File: config.mk
export PLATFORM = sky130hd
export DESIGN_NAME = hjn_queue
export DESIGN_NICKNAME = d
export VERILOG_FILES = /design/src/design/hjn_pkg.sv /design/src/design/hjn_queue.sv
export SDC_FILE = /design/constraint.sdc
export NUM_CORES = 1
export LEC_CHECK = 0
export BUFFER_PORTS_ARGS = -buffer_cell sky130_fd_sc_hd__buf_4
export CAP_MARGIN = 20
export CORE_MARGIN = 3
export CORE_UTILIZATION = 32
export CTS_BUF_LIST = sky130_fd_sc_hd__clkbuf_16
export DETAILED_ROUTE_END_ITERATION = 16
export PLACE_DENSITY = 0.59
export SYNTH_ARGS = -nofsm -noshare
export SYNTH_HDL_FRONTEND = slang
export SYNTH_SLANG_ARGS = --single-unit
File: constraint.sdc
create_clock -name clk -period 8.2 [get_ports clk]
set_input_delay 1.64 -clock clk [delete_from_list [all_inputs] [get_ports clk]]
set_output_delay 1.64 -clock clk [all_outputs]
set_load 0.005 [all_outputs]
File: src/design/hjn_pkg.sv
// shared types and constants for the process cpu rate hash join
`timescale 1ns / 1ps
package hjn_pkg;

	localparam int MAX_ENTRIES  = 1024;
	localparam int NUM_BUCKETS  = 2048;
	localparam int ENTRY_BITS   = $clog2(MAX_ENTRIES);
	localparam int PTR_BITS     = $clog2(MAX_ENTRIES + 1);
	localparam int BUCKET_BITS  = $clog2(NUM_BUCKETS);

	localparam logic [63:0] MIX_ADD  = 64'h9e3779b97f4a7c15;
	localparam logic [63:0] MIX_MUL1 = 64'hbf58476d1ce4e5b9;
	localparam logic [63:0] MIX_MUL2 = 64'h94d049bb133111eb;

	localparam logic [23:0] RATE_MAX  = 24'hFFFFFF;
	localparam int          DIV_STEPS = 24;

	localparam int                        CFG_INDEX_BITS = 8;
	localparam logic [CFG_INDEX_BITS-1:0] REG_ELAPSED    = 8'd0;
	localparam logic [CFG_INDEX_BITS-1:0] REG_SNAPSHOTS  = 8'd1;

	typedef enum logic [1:0] {
		OP_CLEAR  = 2'd0,
		OP_INSERT = 2'd1,
		OP_QUERY  = 2'd2,
		OP_NOP    = 2'd3
	} op_e;

	typedef enum logic [2:0] {
		ST_STORED  = 3'd0,
		ST_CLEARED = 3'd1,
		ST_FULL    = 3'd2,
		ST_RATE    = 3'd3,
		ST_NO_RATE = 3'd4
	} status_e;

	typedef struct packed {
		op_e         operation;
		logic [30:0] process_id;
		logic [63:0] start_stamp;
		logic [63:0] cpu_time_ns;
	} item_t;

	typedef struct packed {
		status_e     status;
		logic [23:0] cpu_percent_q8;
	} result_t;

	typedef struct packed {
		item_t                  item;
		logic [BUCKET_BITS-1:0] bucket;
	} cmd_t;

	typedef struct packed {
		logic push;
		cmd_t cmd;
	} qwr_t;

	typedef enum logic [1:0] {
		F_IDLE,
		F_MIX,
		F_MUL,
		F_PUSH
	} front_state_e;

	typedef enum logic [3:0] {
		B_INIT,
		B_IDLE,
		B_HRD,
		B_HCHK,
		B_HVAL,
		B_WALK,
		B_CMP,
		B_DSET,
		B_DSAT,
		B_DIV,
		B_OUT
	} back_state_e;

endpackage

File: src/design/hjn_queue.sv
// two entry command queue between front and back
`timescale 1ns / 1ps
module hjn_queue (
	input  logic          clk,
	input  logic          arst_n,
	input  hjn_pkg::qwr_t wr,
	output logic          full,
	input  logic          pop,
	output hjn_pkg::cmd_t cmd,
	output logic          empty
);
	import hjn_pkg::*;

	cmd_t       slot_q [2];
	logic       wr_q, rd_q;
	logic [1:0] cnt_q;
	logic       do_push, do_pop;

	assign full    = (cnt_q == 2'd2);
	assign empty   = (cnt_q == 2'd0);
	assign cmd     = slot_q[rd_q];
	assign do_push = wr.push && !full;
	assign do_pop  = pop && !empty;

	always_ff @(posedge clk or negedge arst_n) begin
		if (!arst_n) begin
			wr_q  <= 1'b0;
			rd_q  <= 1'b0;
			cnt_q <= 2'd0;
		end else begin
			if (do_push) begin
				wr_q <= ~wr_q;
			end
			if (do_pop) begin
				rd_q <= ~rd_q;
			end
			cnt_q <= cnt_q + {1'b0, do_push} - {1'b0, do_pop};
		end
	end

	always_ff @(posedge clk) begin
		if (do_push) begin
			slot_q[wr_q] <= wr.cmd;
		end
	end

endmodule

==> flow_summary.toml <==
[logic_synthesis]
syn_area_um2 = 12700
yosys.area_share.simple_pct = 0.236
synth_compound_area_share_pct = 0
synth.top_cells.by_count = "edfxtp_1, mux2_2, clkbuf_8"
yosysSeqAreaShare_pct = 82.0
synth.net_count = 731
yosys.cell_count.top_type = "edfxtp_1"
synthXorXnorAreaFrac_pct = 0.276
synth_edf_count = 344
synth_area_leader_cell = "edfxtp_1"
ys_types = 14
yosys_register_bits = 348
synth_top_family_by_area = "multiplexers"
synth_area_per_cell_um2 = 23.0
async_reset_ff_share_pct = 1.15
synthesis.instances = 553
synthAdderAreaFrac_pct = 0.197
synth_top_cell_area_share_pct = 81.3
muxShareOfSynthArea_pct = 15.2
ys_top_cells_by_area = "edfxtp_1, mux2_2, clkbuf_8, dfrtp_1, buf_6"
yosys_warnings = 0
synth_ff_type = "edfxtp_1"

[setup_path]
required_ns = 6.56
rrSetupSlack_ns = 5.53
crit_path_end_kind = "primary output"
crit_path_max_fanout = 114
crit_type = "flop to primary output"
cp-endpoint = "cmd[170]"
critPathArrivalTime_ns = 2.85
reg2reg_from = "cnt_q[1]$_DFF_PN0_"
startpoint = "rd_q$_DFFE_PN0P_"
critPathLaunchType = "flop"
reg2regPathDepth = 5
rr_endpoint = "slot_q[0][79]$_DFFE_PP_"

[global_routing]
grt_pass1_wl_um = 39600
grt_pass1_vias = 6835
grt_usage_pct = 12.3
antenna_found_initial = 0
grt_overflow = 0
grt_max_degree = 115

[cells_and_area]
drive_gt1_share_pct = 60.8
insertedDiodeCount = 0
ff_latch_area_um2 = 10400
area_delta_synth_final_pct = 34.0
finalNonFillerCells = 1472
fillers = 3485
fin_nets = 1107
fin_util_pct = 43.8
multi_input_comb_area_um2 = 2040

[timing]
hold_violations = 0
rsz0062_at_grt = "false"
period_needed_ns = 4.49
tns_ns = 0
finalCritPeriodShare_pct = 54.7
drv_slew = 0
worst_pin_slew_ns = 0.964
finalSetupViolCount = 0
skew_ns = 0.00974
slew-limit-headroom_pct = 35.7
max_freq_ghz = 0.223

[pwr]
seq_power_share_pct = 43.5
intPower_mw = 4.38
ir_drop_uv = 243
power_frac_comb_pct = 28.4
power_density_nw_per_um2 = 347
totalPowerFinal_mw = 5.92
swShare_pct = 25.9
clockPowerShare_pct = 28.1
p_sw_mw = 1.54
power_leakage_nw = 6.31

[run]
max_cap_violations = 0

[floorplanning]
die_w_um = 205
ioPinCount = 350
dieArea_um2 = 42200
start_util_pct = 32.7
core_area_um2 = 38900
fp-row-count = 72
die_y_um = 205

[clock_tree]
clock-sinks = 348
cts_tree = "yes"
clk_path_buf_depth = 3
cts_max_level = 2
clkSlewWorstSetupHoldPaths_ns = 0.06
ctsHoldBuffers = 0
insertion_delay_ns = 0.52
cts-root-buf = "clkbuf_16"
post-cts-setup-buffer-count = 0
cts_resized = 0
cts_buffers = 38

[drt]
post_drt_via_cell_ratio = 4.34
num_vias = 6385
drcViolationCount = 0
ant_nets = 0
finalWirelength_um = 27100
wl_per_cell_um = 18.4
drt_iter0_markers = 275
first_pass_iters = 4

[placement]
gp_congestion = 0.715
io_buffer_count = 349
dp_cells = 1407
dp_hpwl_um = 17400

[run_status]
status = "finished clean"

[hold_path]
hp-class = "flop to flop"
==> critical path, stage by stage, from the launching register on <==
cell	delay (ns)
dfrtp_4	0.98
buf_12	0.47
mux2_2	0.42
buf_4	0.14
==> kinds of logic (layout without fill, tap and decap cells) <==
family	after synthesis	count (layout)
flops	348	348
mux	172	172
buf+inv	21	422
simple gates	6	6
xor+xnor	4	4
fa+ha+maj	2	2
==> sequential cells by signal, indices dropped and copies added, names as in the netlist <==
| register | cells |
|---|---|
| slot_q | 344 |
| cnt_q | 2 |
| rd_q | 1 |
| wr_q | 1 |
==> per-stage QoR <==
stage	worst slack, ns	hold WS, ns	instance area [µm²]
final	3.71	0.511	17000
after global routing	3.59	0.527	17000
after CTS	3.65	0.511	17000
after detailed placement	4.25	0.499	15800
after global placement	4.24	0.489	15800
after floorplan	1.53	0.468	12700
==> cell usage in the layout (no fill, tap or decap), drive strengths merged <==
| cell | instances |
|---|---|
| nand2b | 1 |
| edfxtp | 344 |
| mux2 | 172 |
| xnor2 | 3 |
| nor2b | 1 |
| clkbuf | 41 |
| nand2 | 1 |
| nor2 | 2 |
| dfrtp | 4 |
| xor2 | 1 |
| clkinv | 13 |
| inv | 9 |
| bufinv | 4 |
| buf | 355 |
| and3 | 1 |
| ha | 2 |
==> power by group through the flow <==
stage          sequential [mW]  combinational, mW  clock [mW]
2_1_floorplan             2.60              0.956           0
4_1_cts                   2.58               1.74        1.73
6_report                  2.58               1.68        1.66
3_5_place_dp              2.62               1.73           0
5_1_grt                   2.62               1.82        1.80
3_3_place_gp              2.61               1.72           0
==> routing by layer <==
layer	GRT usage [%]	wire length, µm	up-vias
met1	14.4	10400	3178
li1	-	-	2948
met3	4.07	2120	47
met2	20.9	13700	212
met5	0	0	-
met4	5.00	801	0
==> layout make-up <==
type	instances	share of cell area, %
Tap cell	518	3.80
Timing Repair Buffer	355	15.7
Clock inverter	24	1.20
Sequential cell	348	61.2
Inverter	2	0.0441
Clock buffer	41	6.02
Multi-Input combinational cell	184	12.0
==> how the worst min path moves through the flow <==
stage | from | endpoint | cells past startpoint
floorplan | cnt_q[1]$_DFF_PN0_ | cnt_q[1]$_DFF_PN0_ | 1
detailed placement | cnt_q[1]$_DFF_PN0_ | cnt_q[1]$_DFF_PN0_ | 1
CTS | cnt_q[1]$_DFF_PN0_ | cnt_q[1]$_DFF_PN0_ | 1
global placement | cnt_q[1]$_DFF_PN0_ | cnt_q[1]$_DFF_PN0_ | 1
global route | cnt_q[1]$_DFF_PN0_ | cnt_q[1]$_DFF_PN0_ | 1
finish | cnt_q[1]$_DFF_PN0_ | cnt_q[1]$_DFF_PN0_ | 1
Note: power is estimated with default switching activity, not from simulation.
