==> config.mk <==
export PLATFORM = sky130hd
export DESIGN_NAME = hjn_front
export DESIGN_NICKNAME = d
export VERILOG_FILES = /design/src/design/hjn_pkg.sv /design/src/design/hjn_front.sv
export SDC_FILE = /design/constraint.sdc
export NUM_CORES = 2
export LEC_CHECK = 0
export ABC_CLOCK_PERIOD_IN_PS = 9900
export BUFFER_PORTS_ARGS = -buffer_cell sky130_fd_sc_hd__buf_2
export CAP_MARGIN = 30
export CORE_AREA = 2 2 354 356
export DETAILED_ROUTE_END_ITERATION = 12
export DIE_AREA = 0 0 356 358
export GPL_TIMING_DRIVEN = 0
export PLACE_DENSITY_LB_ADDON = 0.05
export SLEW_MARGIN = 20
export SYNTH_ARGS = -nofsm -noshare
export SYNTH_HDL_FRONTEND = slang
export SYNTH_SLANG_ARGS = --single-unit
==> constraint.sdc <==
create_clock -name clk -period 9.9 [get_ports clk]
set_input_delay 2.97 -clock clk [delete_from_list [all_inputs] [get_ports clk]]
set_output_delay 2.97 -clock clk [all_outputs]
set_load 0.01 [all_outputs]
==> src/design/hjn_pkg.sv <==
// shared types and constants for the process cpu rate hash join
`timescale 1ns / 1ps
package hjn_pkg;

	localparam int MAX_ENTRIES  = 1024;
	localparam int NUM_BUCKETS  = 2048;
	localparam int ENTRY_BITS   = $clog2(MAX_ENTRIES);
	localparam int PTR_BITS     = $clog2(MAX_ENTRIES + 1);
	localparam int BUCKET_BITS  = $clog2(NUM_BUCKETS);

	localparam logic [63:0] MIX_ADD  = 64'h9e3779b97f4a7c15;
	localparam logic [63:0] MIX_MUL1 = 64'hbf58476d1ce4e5b9;
	localparam logic [63:0] MIX_MUL2 = 64'h94d049bb133111eb;

	localparam logic [23:0] RATE_MAX  = 24'hFFFFFF;
	localparam int          DIV_STEPS = 24;

	localparam int                        CFG_INDEX_BITS = 8;
	localparam logic [CFG_INDEX_BITS-1:0] REG_ELAPSED    = 8'd0;
	localparam logic [CFG_INDEX_BITS-1:0] REG_SNAPSHOTS  = 8'd1;

	typedef enum logic [1:0] {
		OP_CLEAR  = 2'd0,
		OP_INSERT = 2'd1,
		OP_QUERY  = 2'd2,
		OP_NOP    = 2'd3
	} op_e;

	typedef enum logic [2:0] {
		ST_STORED  = 3'd0,
		ST_CLEARED = 3'd1,
		ST_FULL    = 3'd2,
		ST_RATE    = 3'd3,
		ST_NO_RATE = 3'd4
	} status_e;

	typedef struct packed {
		op_e         operation;
		logic [30:0] process_id;
		logic [63:0] start_stamp;
		logic [63:0] cpu_time_ns;
	} item_t;

	typedef struct packed {
		status_e     status;
		logic [23:0] cpu_percent_q8;
	} result_t;

	typedef struct packed {
		item_t                  item;
		logic [BUCKET_BITS-1:0] bucket;
	} cmd_t;

	typedef struct packed {
		logic push;
		cmd_t cmd;
	} qwr_t;

	typedef enum logic [1:0] {
		F_IDLE,
		F_MIX,
		F_MUL,
		F_PUSH
	} front_state_e;

	typedef enum logic [3:0] {
		B_INIT,
		B_IDLE,
		B_HRD,
		B_HCHK,
		B_HVAL,
		B_WALK,
		B_CMP,
		B_DSET,
		B_DSAT,
		B_DIV,
		B_OUT
	} back_state_e;

endpackage

==> src/design/hjn_front.sv <==
// front end: takes items and computes the bucket hash on a shared multiplier
`timescale 1ns / 1ps
module hjn_front (
	input  logic           clk,
	input  logic           arst_n,
	input  logic           take,
	input  hjn_pkg::item_t item,
	output logic           idle,
	input  logic           q_full,
	output hjn_pkg::qwr_t  q_wr
);
	import hjn_pkg::*;

	front_state_e           state_q, state_d;
	item_t                  item_q;
	logic [63:0]            v_q, mp_q, acc_q;
	logic [1:0]             cnt_q;
	logic                   pass_q;
	logic [BUCKET_BITS-1:0] bucket_q;

	logic [63:0] id64, mix_sum, v1, v2, res, h, cst;
	logic [31:0] mul_a, mul_b;
	logic [63:0] mul_p;

	always_comb begin
		id64    = {33'd0, item_q.process_id};
		mix_sum = item_q.start_stamp + MIX_ADD + (id64 << 6) + (id64 >> 2);
		v1      = id64 ^ mix_sum;
		v2      = v1 ^ (v1 >> 30);
		cst     = pass_q ? MIX_MUL2 : MIX_MUL1;
		mul_a   = (cnt_q == 2'd1) ? v_q[63:32] : v_q[31:0];
		mul_b   = (cnt_q == 2'd2) ? cst[63:32] : cst[31:0];
		mul_p   = {32'd0, mul_a} * {32'd0, mul_b};
		res     = {acc_q[63:32] + mp_q[31:0], acc_q[31:0]};
		h       = res ^ (res >> 31);
	end

	always_ff @(posedge clk or negedge arst_n) begin
		if (!arst_n) begin
			state_q <= F_IDLE;
		end else begin
			state_q <= state_d;
		end
	end

	always_ff @(posedge clk) begin
		case (state_q)
			F_IDLE: begin
				if (take) begin
					item_q <= item;
					pass_q <= 1'b0;
					cnt_q  <= 2'd0;
				end
			end
			F_MIX: begin
				v_q <= v2;
			end
			F_MUL: begin
				mp_q  <= mul_p;
				cnt_q <= cnt_q + 2'd1;
				if (cnt_q == 2'd1) begin
					acc_q <= mp_q;
				end else if (cnt_q == 2'd2) begin
					acc_q[63:32] <= acc_q[63:32] + mp_q[31:0];
				end else if (cnt_q == 2'd3) begin
					if (!pass_q) begin
						v_q    <= res ^ (res >> 27);
						pass_q <= 1'b1;
					end else begin
						bucket_q <= h[BUCKET_BITS-1:0];
					end
				end
			end
			default: begin
			end
		endcase
	end

	always_comb begin
		state_d    = state_q;
		q_wr.push  = 1'b0;
		q_wr.cmd   = '{item: item_q, bucket: bucket_q};
		idle       = (state_q == F_IDLE);
		unique case (state_q)
			F_IDLE: begin
				if (take) begin
					if (item.operation == OP_INSERT || item.operation == OP_QUERY) begin
						state_d = F_MIX;
					end else begin
						state_d = F_PUSH;
					end
				end
			end
			F_MIX: begin
				state_d = F_MUL;
			end
			F_MUL: begin
				if (cnt_q == 2'd3 && pass_q) begin
					state_d = F_PUSH;
				end
			end
			F_PUSH: begin
				if (!q_full) begin
					q_wr.push = 1'b1;
					state_d   = F_IDLE;
				end
			end
			default: begin
				state_d = F_IDLE;
			end
		endcase
	end

endmodule

==> flow_metrics.env <==
export IMPL_worst_pin_slew_ns=1.13
export IMPL_ys_types=72
export IMPL_dp_cells=6743
export IMPL_postSynth_asyncResetShare_pct=0.542
export IMPL_cp_max_fo=10
export IMPL_insertion_delay_ns=0.62
export IMPL_areaGrowthSynthToFinish_pct=13.9
export IMPL_fmax_mhz=103
export IMPL_rsz0062_at_grt="true"
export IMPL_cpPeakStageDelay_ns=0.60
export IMPL_via_per_inst=5.22
export IMPL_cp_arrival_ns=10.05
export IMPL_drive_gt1_share_pct=13.8
export IMPL_outcome="completed"
export IMPL_wire_per_inst_um=26.5
export IMPL_finalSetupViolCount=0
export IMPL_path_class="flip-flop to flip-flop"
export IMPL_crit_slowest_cell="clkdlybuf4s15_2"
export IMPL_port_buffers=338
export IMPL_tns_ns=0
export IMPL_grt_max_degree=57
export IMPL_start_kind="flip-flop"
export IMPL_path_delay_family="adder cells"
export IMPL_overflow=0
export IMPL_clockRootBuffer="clkbuf_16"
export IMPL_clockBufferDepth=3
export IMPL_cp_end_kind="flip-flop"
export IMPL_grt_pass1_wl_um=261000
export IMPL_hold_path_class="flip-flop to flip-flop"
export IMPL_timing_critical_path_buf_inv=9
export IMPL_timing_final_crit_period_ns=9.73
export IMPL_grt_pass1_vias=37600
export IMPL_maxCapViolations=0
export IMPL_post_route_util_pct=45.5
export IMPL_antenna_found_initial=8
export IMPL_yosys_warnings=0
export IMPL_rows=129
export IMPL_first_iter_violations=3118
export IMPL_synth_fp_nets=6246
export IMPL_placed_cell_area_um2=53400
export IMPL_avgSynthCellArea_um2=10.4
export IMPL_cts_tree="done"
export IMPL_ys_seq_area_share_pct=22.5
export IMPL_antenna_left=0
export IMPL_hpwl_um=159000
export IMPL_drc=0
export IMPL_synth_cell_area_um2=49200
export IMPL_final_common_cell="inv_1"
export IMPL_stdcell_area_um2=56000
export IMPL_finalHoldViolCount=0
export IMPL_syn_inst=4744
export IMPL_route_vias_total=35800
export IMPL_grt_usage_pct=28.8
export IMPL_ys_ff_latch=369
export IMPL_cts_buffers=45
export IMPL_fin_cells=6869
export IMPL_wirelength_um=182000
export IMPL_htree_levels=2
export IMPL_ys_flop_type="edfxtp_1"
export IMPL_die_h_um=358
export IMPL_core_um2=123000
export IMPL_clkSlewWorstSetupHoldPaths_ns=0.06
export IMPL_holdBufCountCts=0
export IMPL_fin_crit_sh_pct=98.3
export IMPL_die_width_um=356
export IMPL_synth_edf_count=367
export IMPL_dr_pass1_iters=5
export IMPL_max_slew_margin_rel_pct=23.9
export IMPL_start_util_pct=39.9
export IMPL_place_gp_congestion=0.982
export IMPL_required_ns=10.22
export IMPL_die_area_um2=127000
export IMPL_cpMostUsedCell="fa_1"
export IMPL_slew_viol_final=0
export IMPL_final_cell_mix="inv_1, fa_1, ha_1"
export IMPL_boundaryPins=339
export IMPL_fillers=12100
export IMPL_finClkSkew_ns=0.0574
export IMPL_finalNetCount=6697
export IMPL_clock_sinks=369
[what timing repair did]
action,CTS,global route
gates resized for setup,146,89
buffers inserted,22,31
setup endpoints to repair,47,20
pin swaps,6,14
[path summary, 6_finish.rpt]
kind                       cells past startpoint          to  slack (ns)     start
max                                           30    mp_q[60]        0.17  cnt_q[0]
min                                            0    acc_q[0]        0.45   mp_q[0]
max reg2reg                                   30    mp_q[60]        0.17  cnt_q[0]
min reg2reg                                    0    acc_q[0]        0.45   mp_q[0]
max in group asynchronous                      1  state_q[1]        7.68    arst_n
min in group asynchronous                      1  state_q[0]        2.12    arst_n
[per-stage QoR]
| step | hold WS (ns) | setup slack (ns) |
|---|---|---|
| floorplan | 0.433 | 0.325 |
| global placement | 0.482 | -3.45 |
| detailed placement | 0.476 | -3.17 |
| CTS | 0.443 | 0.00834 |
| global route | 0.445 | -0.0609 |
| finish | 0.449 | 0.170 |
[cell type report]
| type | instances | area, µm² | share of cell area [%] |
|---|---|---|---|
| Timing Repair Buffer | 416 | 2460 | 4.39 |
| Antenna cell | 2 | 5.00 | 0.00893 |
| Inverter | 1167 | 4440 | 7.93 |
| Buffer | 102 | 528 | 0.942 |
| Sequential cell | 369 | 11100 | 19.8 |
| Clock inverter | 33 | 432 | 0.770 |
| Clock buffer | 49 | 1140 | 2.04 |
| Multi-Input combinational cell | 3094 | 33900 | 60.5 |
| Tap cell | 1637 | 2050 | 3.65 |
[Yosys cell counts, types with 60 or more instances]
library cell | instances | share of area, %
clkbuf_1 | 96 | 0.73
a21o_1 | 60 | 0.92
nand2_1 | 297 | 2.3
fa_1 | 830 | 34
ha_1 | 507 | 13
xor2_1 | 98 | 1.7
o21ai_0 | 95 | 0.97
nor2_1 | 324 | 2.5
edfxtp_1 | 367 | 22
inv_1 | 1164 | 8.9
xnor2_1 | 166 | 3.0
a21oi_1 | 222 | 2.3
[per-layer routing]
metal / GRT usage [%] / wire (µm) / vias to the layer above
met2: 43.6 / 79700 / 1428
met1: 41.6 / 80600 / 18200
li1: - / - / 15900
met3: 3.29 / 12000 / 297
met4: 12.9 / 9470 / 2
met5: 0 / 16 / -
[flip-flops by register name, indices dropped and copies added, names as in the netlist]
register / cells
cnt_q: 2
bucket_q: 11
state_q: 2
pass_q: 1
v_q: 64
acc_q: 64
mp_q: 64
q_wr: 161
[kinds of logic after synthesis]
| logic type | synth area share (%) |
|---|---|
| adders and majority gates | 46.7 |
| buffers and inverters | 9.77 |
| and+or+nand+nor | 7.24 |
| AOI/OAI and AO/OA | 7.40 |
| DFF | 22.5 |
| xor gates and xnor gates | 4.79 |
| muxes | 1.62 |
[worst reg2reg max path: cells and delay by family, from the launching register on]
| family | cells | cell delay [ns] |
|---|---|---|
| simple gates | 2 | 0.39 |
| fa+ha+maj | 10 | 4.60 |
| buf+inv | 9 | 1.84 |
| xor+xnor | 1 | 0.14 |
| compound gates | 8 | 1.99 |
| flops | 1 | 0.44 |
Power is not shown: default switching activity piles up to over one toggle a cycle in this logic, so the estimate is an artifact.
